**src/hw/rtl/rrts_pkg.sv**
```systemverilog
package rrts_pkg;

  // default number of task slots
  localparam int unsigned TASK_SLOTS_DEF = 8;

  // request kinds
  typedef enum logic [1:0] {
    REQ_CREATE = 2'd0,
    REQ_SLEEP  = 2'd1,
    REQ_TICK   = 2'd2,
    REQ_YIELD  = 2'd3
  } rrts_req_e;

  // slot states
  typedef enum logic [1:0] {
    ST_INVALID = 2'd0,
    ST_READY   = 2'd1,
    ST_DELAYED = 2'd2
  } rrts_slot_e;

  // request transaction
  typedef struct packed {
    rrts_req_e   req_type;
    logic [31:0] proc_id;
    logic [31:0] sleep_ticks;
  } rrts_req_t;

  // result transaction
  typedef struct packed {
    logic       ok;
    logic [2:0] running_task;
    logic       none_ready;
    logic [2:0] new_slot;
  } rrts_res_t;

  // one task table entry
  typedef struct packed {
    logic [1:0]  state;
    logic [31:0] ident;
    logic [31:0] sleep;
  } rrts_entry_t;

endpackage

```
**src/hw/rtl/round_robin_task_scheduler_top.sv**
```systemverilog
// channel   signals                    direction  transaction when
// request   start_i, busy_o, req_i     in         start_i high and busy_o low at clk_i rise
// result    done_o, res_o              out        done_o high for one cycle, always taken
//
// every request walks all TASK_SLOTS table entries through the registered table
// memory read port, one entry per cycle, writing back sleep and tick updates
// as it goes; a new request is accepted only once the scheduler is back in idle
// busy_o is low while done_o is high
// rst_ni clears the table (through written flags) and the scheduler state at once
// results cannot be stalled, so the only wait is the table walk
module round_robin_task_scheduler_top #(
  parameter int unsigned TASK_SLOTS = rrts_pkg::TASK_SLOTS_DEF
) (
  input  logic                clk_i,
  input  logic                rst_ni,
  input  logic                start_i,
  output logic                busy_o,
  input  rrts_pkg::rrts_req_t req_i,
  output logic                done_o,
  output rrts_pkg::rrts_res_t res_o
);

  localparam int unsigned IdxW = $clog2(TASK_SLOTS);
  localparam int unsigned TotW = $clog2(TASK_SLOTS + 1);
  localparam logic [IdxW-1:0] LastIdx = IdxW'(TASK_SLOTS - 1);

  localparam logic [1:0] StIdle  = 2'd0;
  localparam logic [1:0] StWalk  = 2'd1;
  localparam logic [1:0] StDrain = 2'd2;
  localparam logic [1:0] StFin   = 2'd3;

  logic [1:0]          state_q, state_d;
  rrts_pkg::rrts_req_t req_q;
  logic [IdxW-1:0]     cnt_q, addr_q, pend_addr_q;
  logic                pend_q;
  logic [IdxW-1:0]     cur_q, from_q, pick_q, free_slot_q;
  logic [TotW-1:0]     tot_q;
  logic                dup_q, free_fnd_q, fnd_q;
  logic                done_q;
  rrts_pkg::rrts_res_t res_q, res_d;

  rrts_pkg::rrts_entry_t rd_data, upd, wr_data;
  logic                  wr_en;
  logic [IdxW-1:0]       wr_addr;
  logic                  is_create, accept, create_ok;
  logic                  ready_hit, dup_hit, free_hit;

  function automatic logic [IdxW-1:0] next_idx(input logic [IdxW-1:0] a);
    next_idx = (a == LastIdx) ? '0 : a + 1'b1;
  endfunction

  assign accept    = start_i && (state_q == StIdle);
  assign is_create = (req_q.req_type == rrts_pkg::REQ_CREATE);
  assign create_ok = (tot_q < TotW'(TASK_SLOTS)) && !dup_q && free_fnd_q;

  rrts_table #(
    .TASK_SLOTS(TASK_SLOTS)
  ) u_table (
    .clk_i    (clk_i),
    .rst_ni   (rst_ni),
    .rd_en_i  (state_q == StWalk),
    .rd_addr_i(addr_q),
    .rd_data_o(rd_data),
    .wr_en_i  (wr_en),
    .wr_addr_i(wr_addr),
    .wr_data_i(wr_data)
  );

  // modify the entry coming back from the table
  always_comb begin
    upd       = rd_data;
    wr_en     = 1'b0;
    wr_addr   = pend_addr_q;
    case (req_q.req_type)
      rrts_pkg::REQ_SLEEP: begin
        if (pend_addr_q == cur_q && rd_data.state != rrts_pkg::ST_INVALID) begin
          upd.state = rrts_pkg::ST_DELAYED;
          upd.sleep = (req_q.sleep_ticks == 32'd0) ? 32'd1 : req_q.sleep_ticks;
          wr_en     = pend_q;
        end
      end
      rrts_pkg::REQ_TICK: begin
        if (rd_data.state == rrts_pkg::ST_DELAYED) begin
          upd.sleep = rd_data.sleep - 32'd1;
          if (upd.sleep == 32'd0) begin
            upd.state = rrts_pkg::ST_READY;
          end
          wr_en = pend_q;
        end
      end
      default: begin
      end
    endcase
    wr_data = upd;
    // admit the new task once the walk is over
    if (state_q == StFin && is_create && create_ok) begin
      wr_en         = 1'b1;
      wr_addr       = free_slot_q;
      wr_data.state = rrts_pkg::ST_READY;
      wr_data.ident = req_q.proc_id;
      wr_data.sleep = 32'd0;
    end
  end

  // per-entry search hits
  assign ready_hit = pend_q && !is_create && (upd.state == rrts_pkg::ST_READY);
  assign dup_hit   = pend_q && is_create && (rd_data.ident == req_q.proc_id);
  assign free_hit  = pend_q && is_create && (rd_data.state == rrts_pkg::ST_INVALID);

  // sequencer
  always_comb begin
    state_d = state_q;
    case (state_q)
      StIdle:  if (start_i) state_d = StWalk;
      StWalk:  if (cnt_q == LastIdx) state_d = StDrain;
      StDrain: state_d = StFin;
      StFin:   state_d = StIdle;
      default: state_d = StIdle;
    endcase
  end

  // result assembly
  always_comb begin
    res_d = '0;
    if (is_create) begin
      res_d.ok           = create_ok;
      res_d.running_task = 3'(cur_q);
      res_d.new_slot     = create_ok ? 3'(free_slot_q) : 3'd0;
    end else begin
      res_d.ok           = fnd_q;
      res_d.running_task = 3'(fnd_q ? pick_q : cur_q);
      res_d.none_ready   = !fnd_q;
    end
  end

  // control state
  always_ff @(posedge clk_i or negedge rst_ni) begin
    if (!rst_ni) begin
      state_q    <= StIdle;
      cnt_q      <= '0;
      addr_q     <= '0;
      pend_q     <= 1'b0;
      cur_q      <= '0;
      from_q     <= LastIdx;
      tot_q      <= '0;
      dup_q      <= 1'b0;
      free_fnd_q <= 1'b0;
      fnd_q      <= 1'b0;
      done_q     <= 1'b0;
    end else begin
      state_q <= state_d;
      pend_q  <= (state_q == StWalk);
      done_q  <= (state_q == StFin);
      if (accept) begin
        cnt_q      <= '0;
        addr_q     <= (req_i.req_type == rrts_pkg::REQ_CREATE) ? '0 : next_idx(from_q);
        dup_q      <= 1'b0;
        free_fnd_q <= 1'b0;
        fnd_q      <= 1'b0;
      end
      if (state_q == StWalk) begin
        cnt_q  <= cnt_q + 1'b1;
        addr_q <= next_idx(addr_q);
      end
      if (dup_hit) dup_q <= 1'b1;
      if (free_hit) free_fnd_q <= 1'b1;
      if (ready_hit) fnd_q <= 1'b1;
      if (state_q == StFin) begin
        if (is_create) begin
          if (create_ok) tot_q <= tot_q + 1'b1;
        end else if (fnd_q) begin
          cur_q  <= pick_q;
          from_q <= pick_q;
        end
      end
    end
  end

  // payload registers
  always_ff @(posedge clk_i) begin
    if (accept) req_q <= req_i;
    if (state_q == StWalk) pend_addr_q <= addr_q;
    if (free_hit && !free_fnd_q) free_slot_q <= pend_addr_q;
    if (ready_hit && !fnd_q) pick_q <= pend_addr_q;
    if (state_q == StFin) res_q <= res_d;
  end

  assign busy_o = (state_q != StIdle);
  assign done_o = done_q;
  assign res_o  = res_q;

  // checks
  a_done_idle: assert property (@(posedge clk_i) disable iff (!rst_ni)
    done_o |-> !busy_o) else $error("result strobe while busy");

  a_latency: assert property (@(posedge clk_i) disable iff (!rst_ni)
    start_i && !busy_o |-> ##(TASK_SLOTS + 3) done_o)
    else $error("result not delivered on time");

  a_none_ok: assert property (@(posedge clk_i) disable iff (!rst_ni)
    done_o && res_o.none_ready |-> !res_o.ok)
    else $error("none_ready with ok set");

  a_total: assert property (@(posedge clk_i) disable iff (!rst_ni)
    tot_q <= TotW'(TASK_SLOTS)) else $error("task count above slot count");

endmodule

```
**src/hw/rtl/rrts_table.sv**
```systemverilog
module rrts_table #(
  parameter int unsigned TASK_SLOTS = rrts_pkg::TASK_SLOTS_DEF,
  localparam int unsigned IdxW = $clog2(TASK_SLOTS)
) (
  input  logic                  clk_i,
  input  logic                  rst_ni,
  input  logic                  rd_en_i,
  input  logic [IdxW-1:0]       rd_addr_i,
  output rrts_pkg::rrts_entry_t rd_data_o,
  input  logic                  wr_en_i,
  input  logic [IdxW-1:0]       wr_addr_i,
  input  rrts_pkg::rrts_entry_t wr_data_i
);

  logic [33:0]           ent_mem [TASK_SLOTS];
  logic [31:0]           slp_mem [TASK_SLOTS];
  logic [TASK_SLOTS-1:0] vld_q;
  logic                  rd_vld_q;
  logic [33:0]           ent_rd_q;
  logic [31:0]           slp_rd_q;

  // state/ident and sleep counter memories, registered read
  always_ff @(posedge clk_i) begin
    if (wr_en_i) begin
      ent_mem[wr_addr_i] <= {wr_data_i.state, wr_data_i.ident};
      slp_mem[wr_addr_i] <= wr_data_i.sleep;
    end
    if (rd_en_i) begin
      ent_rd_q <= ent_mem[rd_addr_i];
      slp_rd_q <= slp_mem[rd_addr_i];
    end
  end

  // per-entry written flags, unwritten entries read as invalid with ident zero
  always_ff @(posedge clk_i or negedge rst_ni) begin
    if (!rst_ni) begin
      vld_q    <= '0;
      rd_vld_q <= 1'b0;
    end else begin
      if (wr_en_i) begin
        vld_q[wr_addr_i] <= 1'b1;
      end
      if (rd_en_i) begin
        rd_vld_q <= vld_q[rd_addr_i];
      end
    end
  end

  // read data with reset values applied
  always_comb begin
    rd_data_o.state = rd_vld_q ? ent_rd_q[33:32] : rrts_pkg::ST_INVALID;
    rd_data_o.ident = rd_vld_q ? ent_rd_q[31:0] : 32'd0;
    rd_data_o.sleep = slp_rd_q;
  end

endmodule
```
**config.mk**
```make
export PLATFORM = sky130hd
export DESIGN_NAME = round_robin_task_scheduler_top
export DESIGN_NICKNAME = d
export VERILOG_FILES = /design/src/hw/rtl/rrts_pkg.sv /design/src/hw/rtl/round_robin_task_scheduler_top.sv /design/src/hw/rtl/rrts_table.sv
export SDC_FILE = /design/constraint.sdc
export NUM_CORES = 1
export LEC_CHECK = 0
export BUFFER_PORTS_ARGS = -buffer_cell sky130_fd_sc_hd__buf_2
export CAP_MARGIN = 20
export CORE_AREA = 3 3 232 234
export DETAILED_ROUTE_END_ITERATION = 8
export DIE_AREA = 0 0 235 237
export PLACE_DENSITY_LB_ADDON = 0.1
export RECOVER_POWER = 50
export SLEW_MARGIN = 40
export SYNTH_ARGS = -nofsm -noshare
export SYNTH_HDL_FRONTEND = slang
export SYNTH_HIERARCHICAL = 1
export SYNTH_SLANG_ARGS = --single-unit
```
**constraint.sdc**
```tcl
create_clock -name clk_i -period 6.7 [get_ports clk_i]
set_clock_uncertainty 0.05 [all_clocks]
set_input_delay 0.67 -clock clk_i [delete_from_list [all_inputs] [get_ports clk_i]]
set_output_delay 0.67 -clock clk_i [all_outputs]
set_load 0.02 [all_outputs]
```
==> qor.yml, run 1 <==
final_layout:
  fill_cells: 3631
  drive_gt1_share_pct: 24.5
  diodes: 0
  finalNetCount: 1780
  syn2layout_area_growth_pct: 12.1
  fin_cells: 2437
sta:
  hold_viol: 0
  worst_slew_pin_slew_ps: 3940
  fin_crit_ps: 5260
  rsz0062_at_grt: "false"
  setup_tns_ps: 0
  setup_viol: 0
  report.final.slew_viol_count: 315
  slew_headroom_pct: -163
  fmax_mhz: 190
  fin_crit_sh_pct: 78.6
clock_tree:
  ctsResizeCount: 0
  clock_path_buffers: 3
  cts.sinks: 709
  cts-root-buf: "clkbuf_16"
  cts_made_buffers: 73
  clkLatencyLatePin_ps: 610
  h-tree-depth: 3
  cts_tree: "done"
  clk_pin_slew_worst_paths_ps: 60
  cts_hold_buf: 0
  post-cts-setup-buffers: 0
critical_path:
  rr_startpoint: "u_table/rd_vld_q"
  path_delay_family: "buffers and inverters"
  reg2regPathDepth: 8
  arrival_ps: 5500
  reg2reg_to: "u_table/slp_mem[2][20]"
  cp_num_buf_inv: 2
  slowest_stage: "clkbuf_1"
  worstSetupStartpointType: "flop"
  r2r_slack_ps: 1440
  cp_cell_sequence: "clkbuf_1, and2_0, o2111ai_1, a211oi_4, clkbuf_1, a221o_1, o21ai_0, a21oi_1"
  crit_fanout: 35
  required_ps: 6930
  cp.depth: 8
  crit_type: "flop to flop"
  end_kind: "flop"
  cpMostUsedCell: "clkbuf_1"
  max_stage_delay_ps: 1210
routing:
  viasPerCell: 6.09
  firstDrtPassIters: 6
  wl_mm: 61.5
  antenna_left: 0
  drc: 0
  drt_iter0_drc: 1261
  wl_per_cell_um: 25.2
  via_count: 14838
outcome:
  status: "complete, but fails checks"
  violations: "max-capacitance violations, max-slew violations"
grt:
  grt_overflow: 0
  top_usage_layer: "met2"
  grt_pass1_vias: 15425
  grtUsageMet2_pct: 37.6
  track_usage_pct: 22.4
  gr-usage-met3_pct: 3.83
  grt_max_degree: 63
  antenna_found_initial: 0
  grt_first_pass_wirelength_mm: 94.6
  met1_usage_pct: 30.9
synth:
  synth.yosys.seq_area_share_pct: 72.9
  synth_top_area_share_pct: 70.1
  synthesis.area_um2: 29000
  yosysTopAreaCell: "edfxtp_1"
  syn_nets: 1683
  synth_area_per_cell_um2: 18.1
  synth-async-reset-ratio_pct: 4.51
  yosys-top-cells-count: "edfxtp_1 (677), nand2_1 (148), mux4_2 (133)"
  yosys_warnings: 6
  yosys-top-cells-area: "edfxtp_1 (70%), mux4_2 (10%), mux2_2 (3.0%)"
  yosysMostFrequentCell: "edfxtp_1"
  ys_ff_latch: 709
  synth_cell_type_count: 77
  synth_edf_count: 677
  syn_inst: 1597
  yosys_most_used_dff: "edfxtp_1"
hold_path:
  hp-start: "req_i[37]"
  holdPathStages: 1
  hold_class: "primary input to flop"
  holdPathEnd: "req_q[37]"
flow_run:
  max-cap-violations: 8
floorplanning:
  core.rowCount: 84
  ios: 79
  start_util_pct: 55.5
  core_area_um2: 52200
  die_w_um: 235
  dieArea_um2: 55700
  chipHeight_um: 237
place:
  port_buffers: 78
  finalWeightedCongestion: 0.855
  post-place-cells: 2306
  place_hpwl_mm: 34.8
power_and_ir_drop:
  ir_drop_mv: 0.219
  p_leak_uw: 0.0106
  power_density_nw_per_um2: 410
[metal layers]
metal  part of all wire, %  vias up
met3                   5.4      100
li1                      -     6543
met4                   2.4        0
met1                    42     7712
met5                     0        -
met2                    50      483
[final cells by class]
cell class                      count  area [um^2]  share of cell area, %
Sequential cell                   709        21100                   65.0
Multi-Input combinational cell    782         7400                   22.8
Clock buffer                       94         2010                   6.18
Tap cell                          688          861                   2.65
Timing Repair Buffer              102          682                   2.10
Clock inverter                     36          318                  0.978
Inverter                           26         98.8                  0.304
[cells in the final DEF, fill, tap and decap left out, drive strengths merged, types with 25 or more instances in the layout]
cell type	synthesis	routed
mux2	76	76
buf	40	77
nand2	148	148
nor2	48	48
nor4	25	25
inv	25	26
o21ai	53	53
dfrtp	29	29
xnor2	37	37
clkbuf	40	118
edfxtp	677	677
a21oi	48	48
clkinv	1	30
and2	41	41
mux4	133	133
[sequential cells by signal, indices dropped and copies added (netlist names), 2 cells and up]
signal	cells
u_table/ent_mem	272
u_table/slp_mem	256
req_q	66
u_table/ent_rd_q	34
u_table/slp_rd_q	32
res_o	8
u_table/vld_q	8
tot_q	4
addr_q	3
cnt_q	3
cur_q	3
free_slot_q	3
from_q	3
pend_addr_q	3
pick_q	3
state_q	2
[metrics by stage]
step	instance area (um^2)	hold WS, ps	util, %	power, uW	setup slack [ps]
3_5_place_dp	30300	404	57.9	9520	2370
5_1_grt	32500	158	62.2	13900	1050
6_report	32500	186	62.2	13300	1440
3_3_place_gp	30200	404	57.8	9420	2510
2_1_floorplan	29000	324	-	8600	1250
4_1_cts	32600	75.9	62.4	13400	2350
[cells by family after synthesis]
kind of cell	synth area share [%]
and+or+nand+nor	6.22
xor gates and xnor gates	1.27
muxes	13.5
adders and majority gates	0.734
AOI/OAI and AO/OA	3.57
DFF	72.9
buffers and inverters	1.82
[worst reg2reg max path, cell delays in order (launching register included)]
cell and delay [ps]:
dfrtp_1 320, clkbuf_1 1210, and2_0 490, o2111ai_1 390, a211oi_4 260, clkbuf_1 1080
a221o_1 340, o21ai_0 90, a21oi_1 740
[power by group]
part	internal (uW)	switching (uW)
clock network	2280	1640
logic	1400	1690
registers	5830	484
[worst max path at each step]
stage | slack (ps) | endpoint | startpoint
floorplan | 1250 | u_table/ent_mem[6][0] | req_q[64]
global placement | 2510 | u_table/ent_mem[7][5] | req_q[64]
CTS | 2350 | u_table/ent_mem[7][20] | req_q[64]
finish | 1440 | u_table/slp_mem[2][20] | u_table/rd_vld_q
global route | 1050 | u_table/slp_mem[5][18] | u_table/rd_vld_q
detailed placement | 2370 | u_table/ent_mem[7][27] | req_q[64]
No activity file was read; power rests on OpenSTA's default activity.
==> run 2, diff against run 1 <==
==> constraint.sdc (replaced) <==
create_clock -name clk_i -period 4.51 [get_ports clk_i]
set_clock_uncertainty 0.05 [all_clocks]
set_input_delay 0.451 -clock clk_i [delete_from_list [all_inputs] [get_ports clk_i]]
set_output_delay 0.451 -clock clk_i [all_outputs]
set_load 0.02 [all_outputs]
==> run 2 against run 1 <==
Effect of this change:
- the flow still finishes with violations (max-capacitance violations, max-slew violations)
- largest power group unchanged
- sequential share of layout area down 1.4 points
- critical endpoint is now u_table/ent_mem[0][33]
- die area unchanged
- power up 48%
- first-iteration DRC count up 18%
- non-clock buffer count up 93
- critical path type unchanged
- via count up 2.7%
==> qor.yml, run 2 (same netlist as run 1, synthesis figures left out) <==
final_layout:
  fin_cells: 2526  # was 2437
  mostFrequentLayoutCell: "edfxtp_1"  # unchanged
  largest_reg_flops: 272  # unchanged
  top_register: "u_table/ent_mem"  # unchanged
  fill_cells: 3599  # was 3631
  syn2layout_area_growth_pct: 14.6  # was 12.1%
  diodes: 0  # unchanged
  multi_input_area_um2: 7370  # was 7400 um^2
  layout_common_cells: "edfxtp_1 (677), nand2_1 (148), mux4_2 (133)"  # was edfxtp_1 (677), nand2_1 (147), mux4_2 (133)
  drive_gt1_share_pct: 23.8  # was 24.5%
  finalNetCount: 1872  # was 1780
  largestRegisters: "u_table/ent_mem: 272 flops, u_table/slp_mem: 256 flops, req_q: 66 flops"  # unchanged
  ff_latch_area_um2: 21100  # unchanged
critical_path:
  cp.depth: 10  # was 8
  r2r_slack_ps: 610  # was 1440 ps
  cp_cell_sequence: "inv_1, ha_1, nor3b_1, nand4_1, buf_4, or4_1, nand4b_1, nor4_2, and4b_1, nor3_1"  # was clkbuf_1, and2_0, o2111ai_1, a211oi_4, clkbuf_1, a221o_1, o21ai_0, a21oi_1
  end_kind: "flop"  # unchanged
  crit_type: "flop to flop"  # unchanged
  reg2reg_to: "u_table/ent_mem[0][33]"  # was u_table/slp_mem[2][20]
  arrival_ps: 4130  # was 5500 ps
  reg2regPathDepth: 10  # was 8
  cp_num_buf_inv: 2  # unchanged
  rr_startpoint: "u_table/slp_rd_q[1]"  # was u_table/rd_vld_q
  slowest_stage: "nor3b_1"  # was clkbuf_1
  worstSetupStartpointType: "flop"  # unchanged
  path_delay_family: "simple AND/OR/NAND/NOR gates"  # was buffers and inverters
  crit_fanout: 11  # was 35
  required_ps: 4740  # was 6930 ps
  max_stage_delay_ps: 680  # was 1210 ps
hold_path:
  holdPathStages: 3  # was 1
  holdPathEnd: "state_q[0]"  # was req_q[37]
  hold_class: "primary input to flop"  # unchanged
  hp-start: "start_i"  # was req_i[37]
outcome:
  violations: "max-capacitance violations, max-slew violations"  # unchanged
  status: "complete, but fails checks"  # unchanged
floorplanning:
  chipHeight_um: 237  # unchanged
  core_area_um2: 52200  # unchanged
  die_w_um: 235  # unchanged
  ios: 79  # unchanged
  dieArea_um2: 55700  # unchanged
  core.rowCount: 84  # unchanged
  start_util_pct: 55.5  # unchanged
sta:
  fin_crit_ps: 3900  # was 5260 ps
  report.final.slew_viol_count: 250  # was 315
  setup_tns_ps: 0  # unchanged
  fin_crit_sh_pct: 86.4  # was 78.6%
  setup_ws_ps: 615  # was 1440 ps
  setup_viol: 0  # unchanged
  rsz0062_at_grt: "false"  # unchanged
  slew_headroom_pct: -36.9  # was -163%
  worst_slew_pin_slew_ps: 2050  # was 3940 ps
  hold_viol: 0  # unchanged
  fmax_mhz: 257  # was 190 MHz
  fin_hold_ws_ps: 203  # was 186 ps
place:
  finalWeightedCongestion: 0.884  # was 0.855
  place_hpwl_mm: 37.6  # was 34.8 mm
  post-place-cells: 2333  # was 2306
  port_buffers: 78  # unchanged
  place_ws_ps: 971  # was 2370 ps
power_and_ir_drop:
  power_density_nw_per_um2: 594  # was 410 nW/um^2
  p_leak_uw: 0.0110  # was 0.0106 uW
  ir_drop_mv: 0.362  # was 0.219 mV
  p_total_uw: 19700  # was 13300 uW
routing:
  drc: 0  # unchanged
  firstDrtPassIters: 7  # was 6
  wl_per_cell_um: 25.4  # was 25.2 um
  via_count: 15238  # was 14838
  wl_mm: 64.3  # was 61.5 mm
  drt_iter0_drc: 1485  # was 1261
  antenna_left: 0  # unchanged
  viasPerCell: 6.03  # was 6.09
clock_tree:
  post-cts-setup-buffers: 0  # unchanged
  cts.sinks: 709  # unchanged
  clkLatencyLatePin_ps: 610  # about the same
  ctsResizeCount: 0  # unchanged
  cts-root-buf: "clkbuf_16"  # unchanged
  clk_pin_slew_worst_paths_ps: 60  # about the same
  h-tree-depth: 3  # unchanged
  cts_made_buffers: 72  # was 73
  cts_tree: "done"  # unchanged
  cts_hold_buf: 67  # was 0
  clock_path_buffers: 3  # unchanged
flow_run:
  max-cap-violations: 7  # was 8
grt:
  grt_pass1_vias: 16042  # was 15425
  grtUsageMet2_pct: 38.4  # was 37.6%
  top_usage_layer: "met2"  # unchanged
  grt_first_pass_wirelength_mm: 98.5  # was 94.6 mm
  grt_max_degree: 67  # was 63
  gr-usage-met3_pct: 3.95  # was 3.83%
  met1_usage_pct: 33.3  # was 30.9%
  track_usage_pct: 23.6  # was 22.4%
  antenna_found_initial: 0  # unchanged
  grt_overflow: 0  # unchanged
## run 2: cell count changes in the layout (fill, tap and decap cells not counted), sizes merged
cell / before / now
buf: 77 / 82
clkbuf: 118 / 142
clkinv: 30 / 26
dlygate4sd3: 1 / 67
inv: 26 / 24
## run 2: final cells by class
class	count	share of cell area [%]
Multi-Input combinational cell	782	22.2
Timing Repair Buffer	195	4.57
Tap cell	688	2.59
Sequential cell	709	63.6
Clock buffer	96	5.92
Inverter	26	0.294
Clock inverter	30	0.799
## run 2: power breakdown
group	total, uW	internal [uW]	switching, uW
clock	5670	3290	2380
sequential	9400	8660	741
combinational	4670	2120	2550
total	19700	14100	5670
## run 2: metrics by stage
| step | util, % | cell area [um^2] |
|---|---|---|
| 2_1_floorplan | - | 29000 |
| 3_3_place_gp | 58.2 | 30400 |
| 3_5_place_dp | 58.4 | 30500 |
| 4_1_cts | 63.9 | 33400 |
| 5_1_grt | 63.6 | 33200 |
| 6_report | 63.6 | 33200 |
## run 2: tightest hold or removal path: stages
cell and delay [ps]:
buf_2 90, o22ai_1 110, a21oi_1 160
## run 2: worst max path at each step
stage,to,slack (ps),startpoint
6_report,u_table/ent_mem[0][33],610,u_table/slp_rd_q[1]
5_1_grt,u_table/ent_mem[3][3],360,req_q[64]
4_1_cts,u_table/ent_mem[0][33],960,u_table/slp_rd_q[0]
3_5_place_dp,u_table/ent_mem[6][33],970,u_table/slp_rd_q[0]
3_3_place_gp,u_table/ent_mem[6][33],1090,u_table/slp_rd_q[0]
2_1_floorplan,u_table/ent_mem[6][0],-940,req_q[64]
## run 2: routing by layer
metal  wire length (um)  vias up
met3               3500      110
met4               1700        0
li1                   -     6722
met2              31700      489
met1              27300     7917
met5                  0        -
==> run 3, diff against run 2 <==
--- a/config.mk
+++ b/config.mk
@@ -10,7 +10,7 @@
 export CORE_AREA = 3 3 232 234
 export DETAILED_ROUTE_END_ITERATION = 8
 export DIE_AREA = 0 0 235 237
-export PLACE_DENSITY_LB_ADDON = 0.1
+export PLACE_DENSITY = 0.8
 export RECOVER_POWER = 50
 export SLEW_MARGIN = 40
 export SYNTH_ARGS = -nofsm -noshare
==> run 3 against run 2 <==
Effect of this change:
- the flow still finishes with violations (max-capacitance violations, max-slew violations)
- clock power up 3.9%
- utilization up 0.10 points
- sequential share of layout area down 0.10 points
- worst setup slack worse by 180 ps
- non-clock buffer count down 12
- via count up 3.0%
- fmax down 4.4%
- power up 1.2%
- register-to-register slack worse by 180 ps
- worst hold slack worse by 110 ps
- largest power group unchanged
==> qor.yml, run 3 (same netlist as run 1, synthesis figures left out) <==
outcome:
  status: "complete, but fails checks"  # unchanged
  violations: "max-capacitance violations, max-slew violations"  # unchanged
routing:
  drt_iter0_drc: 1576  # was 1485
  firstDrtPassIters: 7  # unchanged
  route.met2.wl_mm: 31.8  # was 31.7 mm
  drc: 0  # unchanged
  viasPerCell: 6.25  # was 6.03
  via_count: 15689  # was 15238
  wl_per_cell_um: 25.6  # was 25.4 um
  wl_met1_mm: 25.3  # was 27.3 mm
  wl_mm: 64.2  # was 64.3 mm
  highest_layer: "met4"  # unchanged
  dr_wl_met3_mm: 5.12  # was 3.50 mm
  antenna_left: 0  # unchanged
power_and_ir_drop:
  power_density_nw_per_um2: 601  # was 594 nW/um^2
  swShare_pct: 28.8  # was 28.7%
  seqPwrFrac_pct: 47.2  # was 47.6%
  pwr-share-clk_pct: 29.5  # was 28.7%
  ir_drop_mv: 0.435  # was 0.362 mV
  p_switching_uw: 5760  # was 5670 uW
  combPwrFrac_pct: 23.4  # was 23.6%
  p_int_uw: 14200  # was 14100 uW
  p_leak_uw: 0.0110  # about the same
place:
  port_buffers: 78  # unchanged
  finalWeightedCongestion: 0.911  # was 0.884
  place_ws_ps: 460  # was 971 ps
  place_hpwl_mm: 37.1  # was 37.6 mm
  post-place-cells: 2323  # was 2333
final_layout:
  diodes: 0  # unchanged
  top_register: "u_table/ent_mem"  # unchanged
  mostFrequentLayoutCell: "edfxtp_1"  # unchanged
  finalNetCount: 1859  # was 1872
  largest_reg_flops: 272  # unchanged
  layout_common_cells: "edfxtp_1 (677), nand2_1 (147), mux4_2 (133)"  # was edfxtp_1 (677), nand2_1 (148), mux4_2 (133)
  fin_cells: 2511  # was 2526
  final_util_pct: 63.7  # was 63.6%
  largestRegisters: "u_table/ent_mem: 272 flops, u_table/slp_mem: 256 flops, req_q: 66 flops"  # unchanged
  drive_gt1_share_pct: 24.2  # was 23.8%
  syn2layout_area_growth_pct: 14.8  # was 14.6%
  fill_cells: 3446  # was 3599
grt:
  grt_max_degree: 68  # was 67
  grt_overflow: 0  # unchanged
  antenna_found_initial: 1  # was 0
  grt_pass1_vias: 16205  # was 16042
  track_usage_pct: 23.3  # was 23.6%
  grt_first_pass_wirelength_mm: 98.4  # was 98.5 mm
clock_tree:
  clk_pin_slew_worst_paths_ps: 60  # about the same
  cts_made_buffers: 71  # was 72
  cts.sinks: 709  # unchanged
  ctsResizeCount: 0  # unchanged
  post-cts-setup-buffers: 0  # unchanged
  cts_hold_buf: 65  # was 67
  clkLatencyLatePin_ps: 600  # was 610 ps
  cts-root-buf: "clkbuf_16"  # unchanged
  clock_path_buffers: 3  # unchanged
  h-tree-depth: 3  # unchanged
  cts_tree: "done"  # unchanged
critical_path:
  worstSetupStartpointType: "flop"  # unchanged
  reg2reg_to: "u_table/slp_mem[0][4]"  # was u_table/ent_mem[0][33]
  reg2regPathDepth: 6  # was 10
  crit_type: "flop to flop"  # unchanged
  cp-startpoint: "u_table/rd_vld_q"  # was u_table/slp_rd_q[1]
  arrival_ps: 4270  # was 4130 ps
  rr_startpoint: "u_table/rd_vld_q"  # was u_table/slp_rd_q[1]
  r2r_slack_ps: 440  # was 610 ps
  crit_fanout: 22  # was 11
  required_ps: 4710  # was 4740 ps
  end_kind: "flop"  # unchanged
flow_run:
  max-cap-violations: 5  # was 7
sta:
  hold_viol: 0  # unchanged
  report.final.slew_viol_count: 173  # was 250
  slew_headroom_pct: -59.1  # was -36.9%
  fin_crit_ps: 4070  # was 3900 ps
  worst_slew_pin_slew_ps: 2390  # was 2050 ps
  setup_ws_ps: 436  # was 615 ps
  fin_crit_sh_pct: 90.3  # was 86.4%
  rsz0062_at_grt: "false"  # unchanged
  setup_viol: 0  # unchanged
  fmax_mhz: 245  # was 257 MHz
floorplanning:
  ios: 79  # unchanged
  start_util_pct: 55.5  # unchanged
  core.rowCount: 84  # unchanged
  dieArea_um2: 55700  # unchanged
  chipHeight_um: 237  # unchanged
  core_area_um2: 52200  # unchanged
  die_w_um: 235  # unchanged
hold_path:
  hold_class: "primary input to flop"  # unchanged
  holdPathEnd: "req_q[64]"  # was state_q[0]
  holdPathStages: 1  # was 3
  hp-start: "req_i[64]"  # was start_i
-- run 3: cell types whose count changed in the layout (fill, tap and decap cells not counted), sizes merged --
cell | before | now
clkinv | 26 | 25
bufinv | 4 | 8
dlygate4sd3 | 67 | 65
buf | 82 | 88
inv | 24 | 29
clkinvlp | 2 | 0
clkbuf | 142 | 117
-- run 3: area by class of cell --
class                           instances  area [um^2]  share of cell area, %
Sequential cell                       709        21100                   63.5
Inverter                               26         97.6                  0.293
Tap cell                              688          861                   2.59
Clock inverter                         36          404                   1.22
Multi-Input combinational cell        782         7400                   22.2
Timing Repair Buffer                  183         1450                   4.35
Clock buffer                           87         1920                   5.77
-- run 3: power groups by stage --
stage,clock network [uW],registers (uW),logic (uW)
3_3_place_gp,0,9500,4470
2_1_floorplan,0,9120,3660
6_report,5890,9420,4670
3_5_place_dp,0,9530,4670
4_1_cts,5990,9410,4760
5_1_grt,6250,9500,5060
-- run 3: layer usage --
layer,up-vias,global-route usage [%]
li1,6690,-
met1,8018,32.1
met2,837,38.3
met3,144,4.27
met4,0,7.35
met5,-,0
-- run 3: worst max-delay path by stage --
stage,to,slack (ps),cells after the start
detailed placement,u_table/slp_mem[0][8],460,11
finish,u_table/slp_mem[0][4],440,6
global route,u_table/ent_rd_q[7],230,3
global placement,u_table/ent_mem[1][4],640,10
floorplan,u_table/ent_mem[6][0],-940,11
CTS,u_table/slp_mem[0][4],460,11
-- run 3: through the flow --
stage	power [uW]	hold WS (ps)	cell area (um^2)	setup TNS [ps]
5_1_grt	20800	60.6	33300	0
6_report	20000	96.4	33300	0
3_5_place_dp	14200	402	30400	0
3_3_place_gp	14000	403	30300	0
4_1_cts	20200	0.0912	33400	0
2_1_floorplan	12800	105	29000	-395560
-- run 3: critical path: stages, from the launching register on --
cell and delay [ps]:
dfrtp_1 350, and2_0 400, o2111ai_1 430, a211oi_4 650, clkbuf_1 730, a21oi_1 190, a311oi_1 910
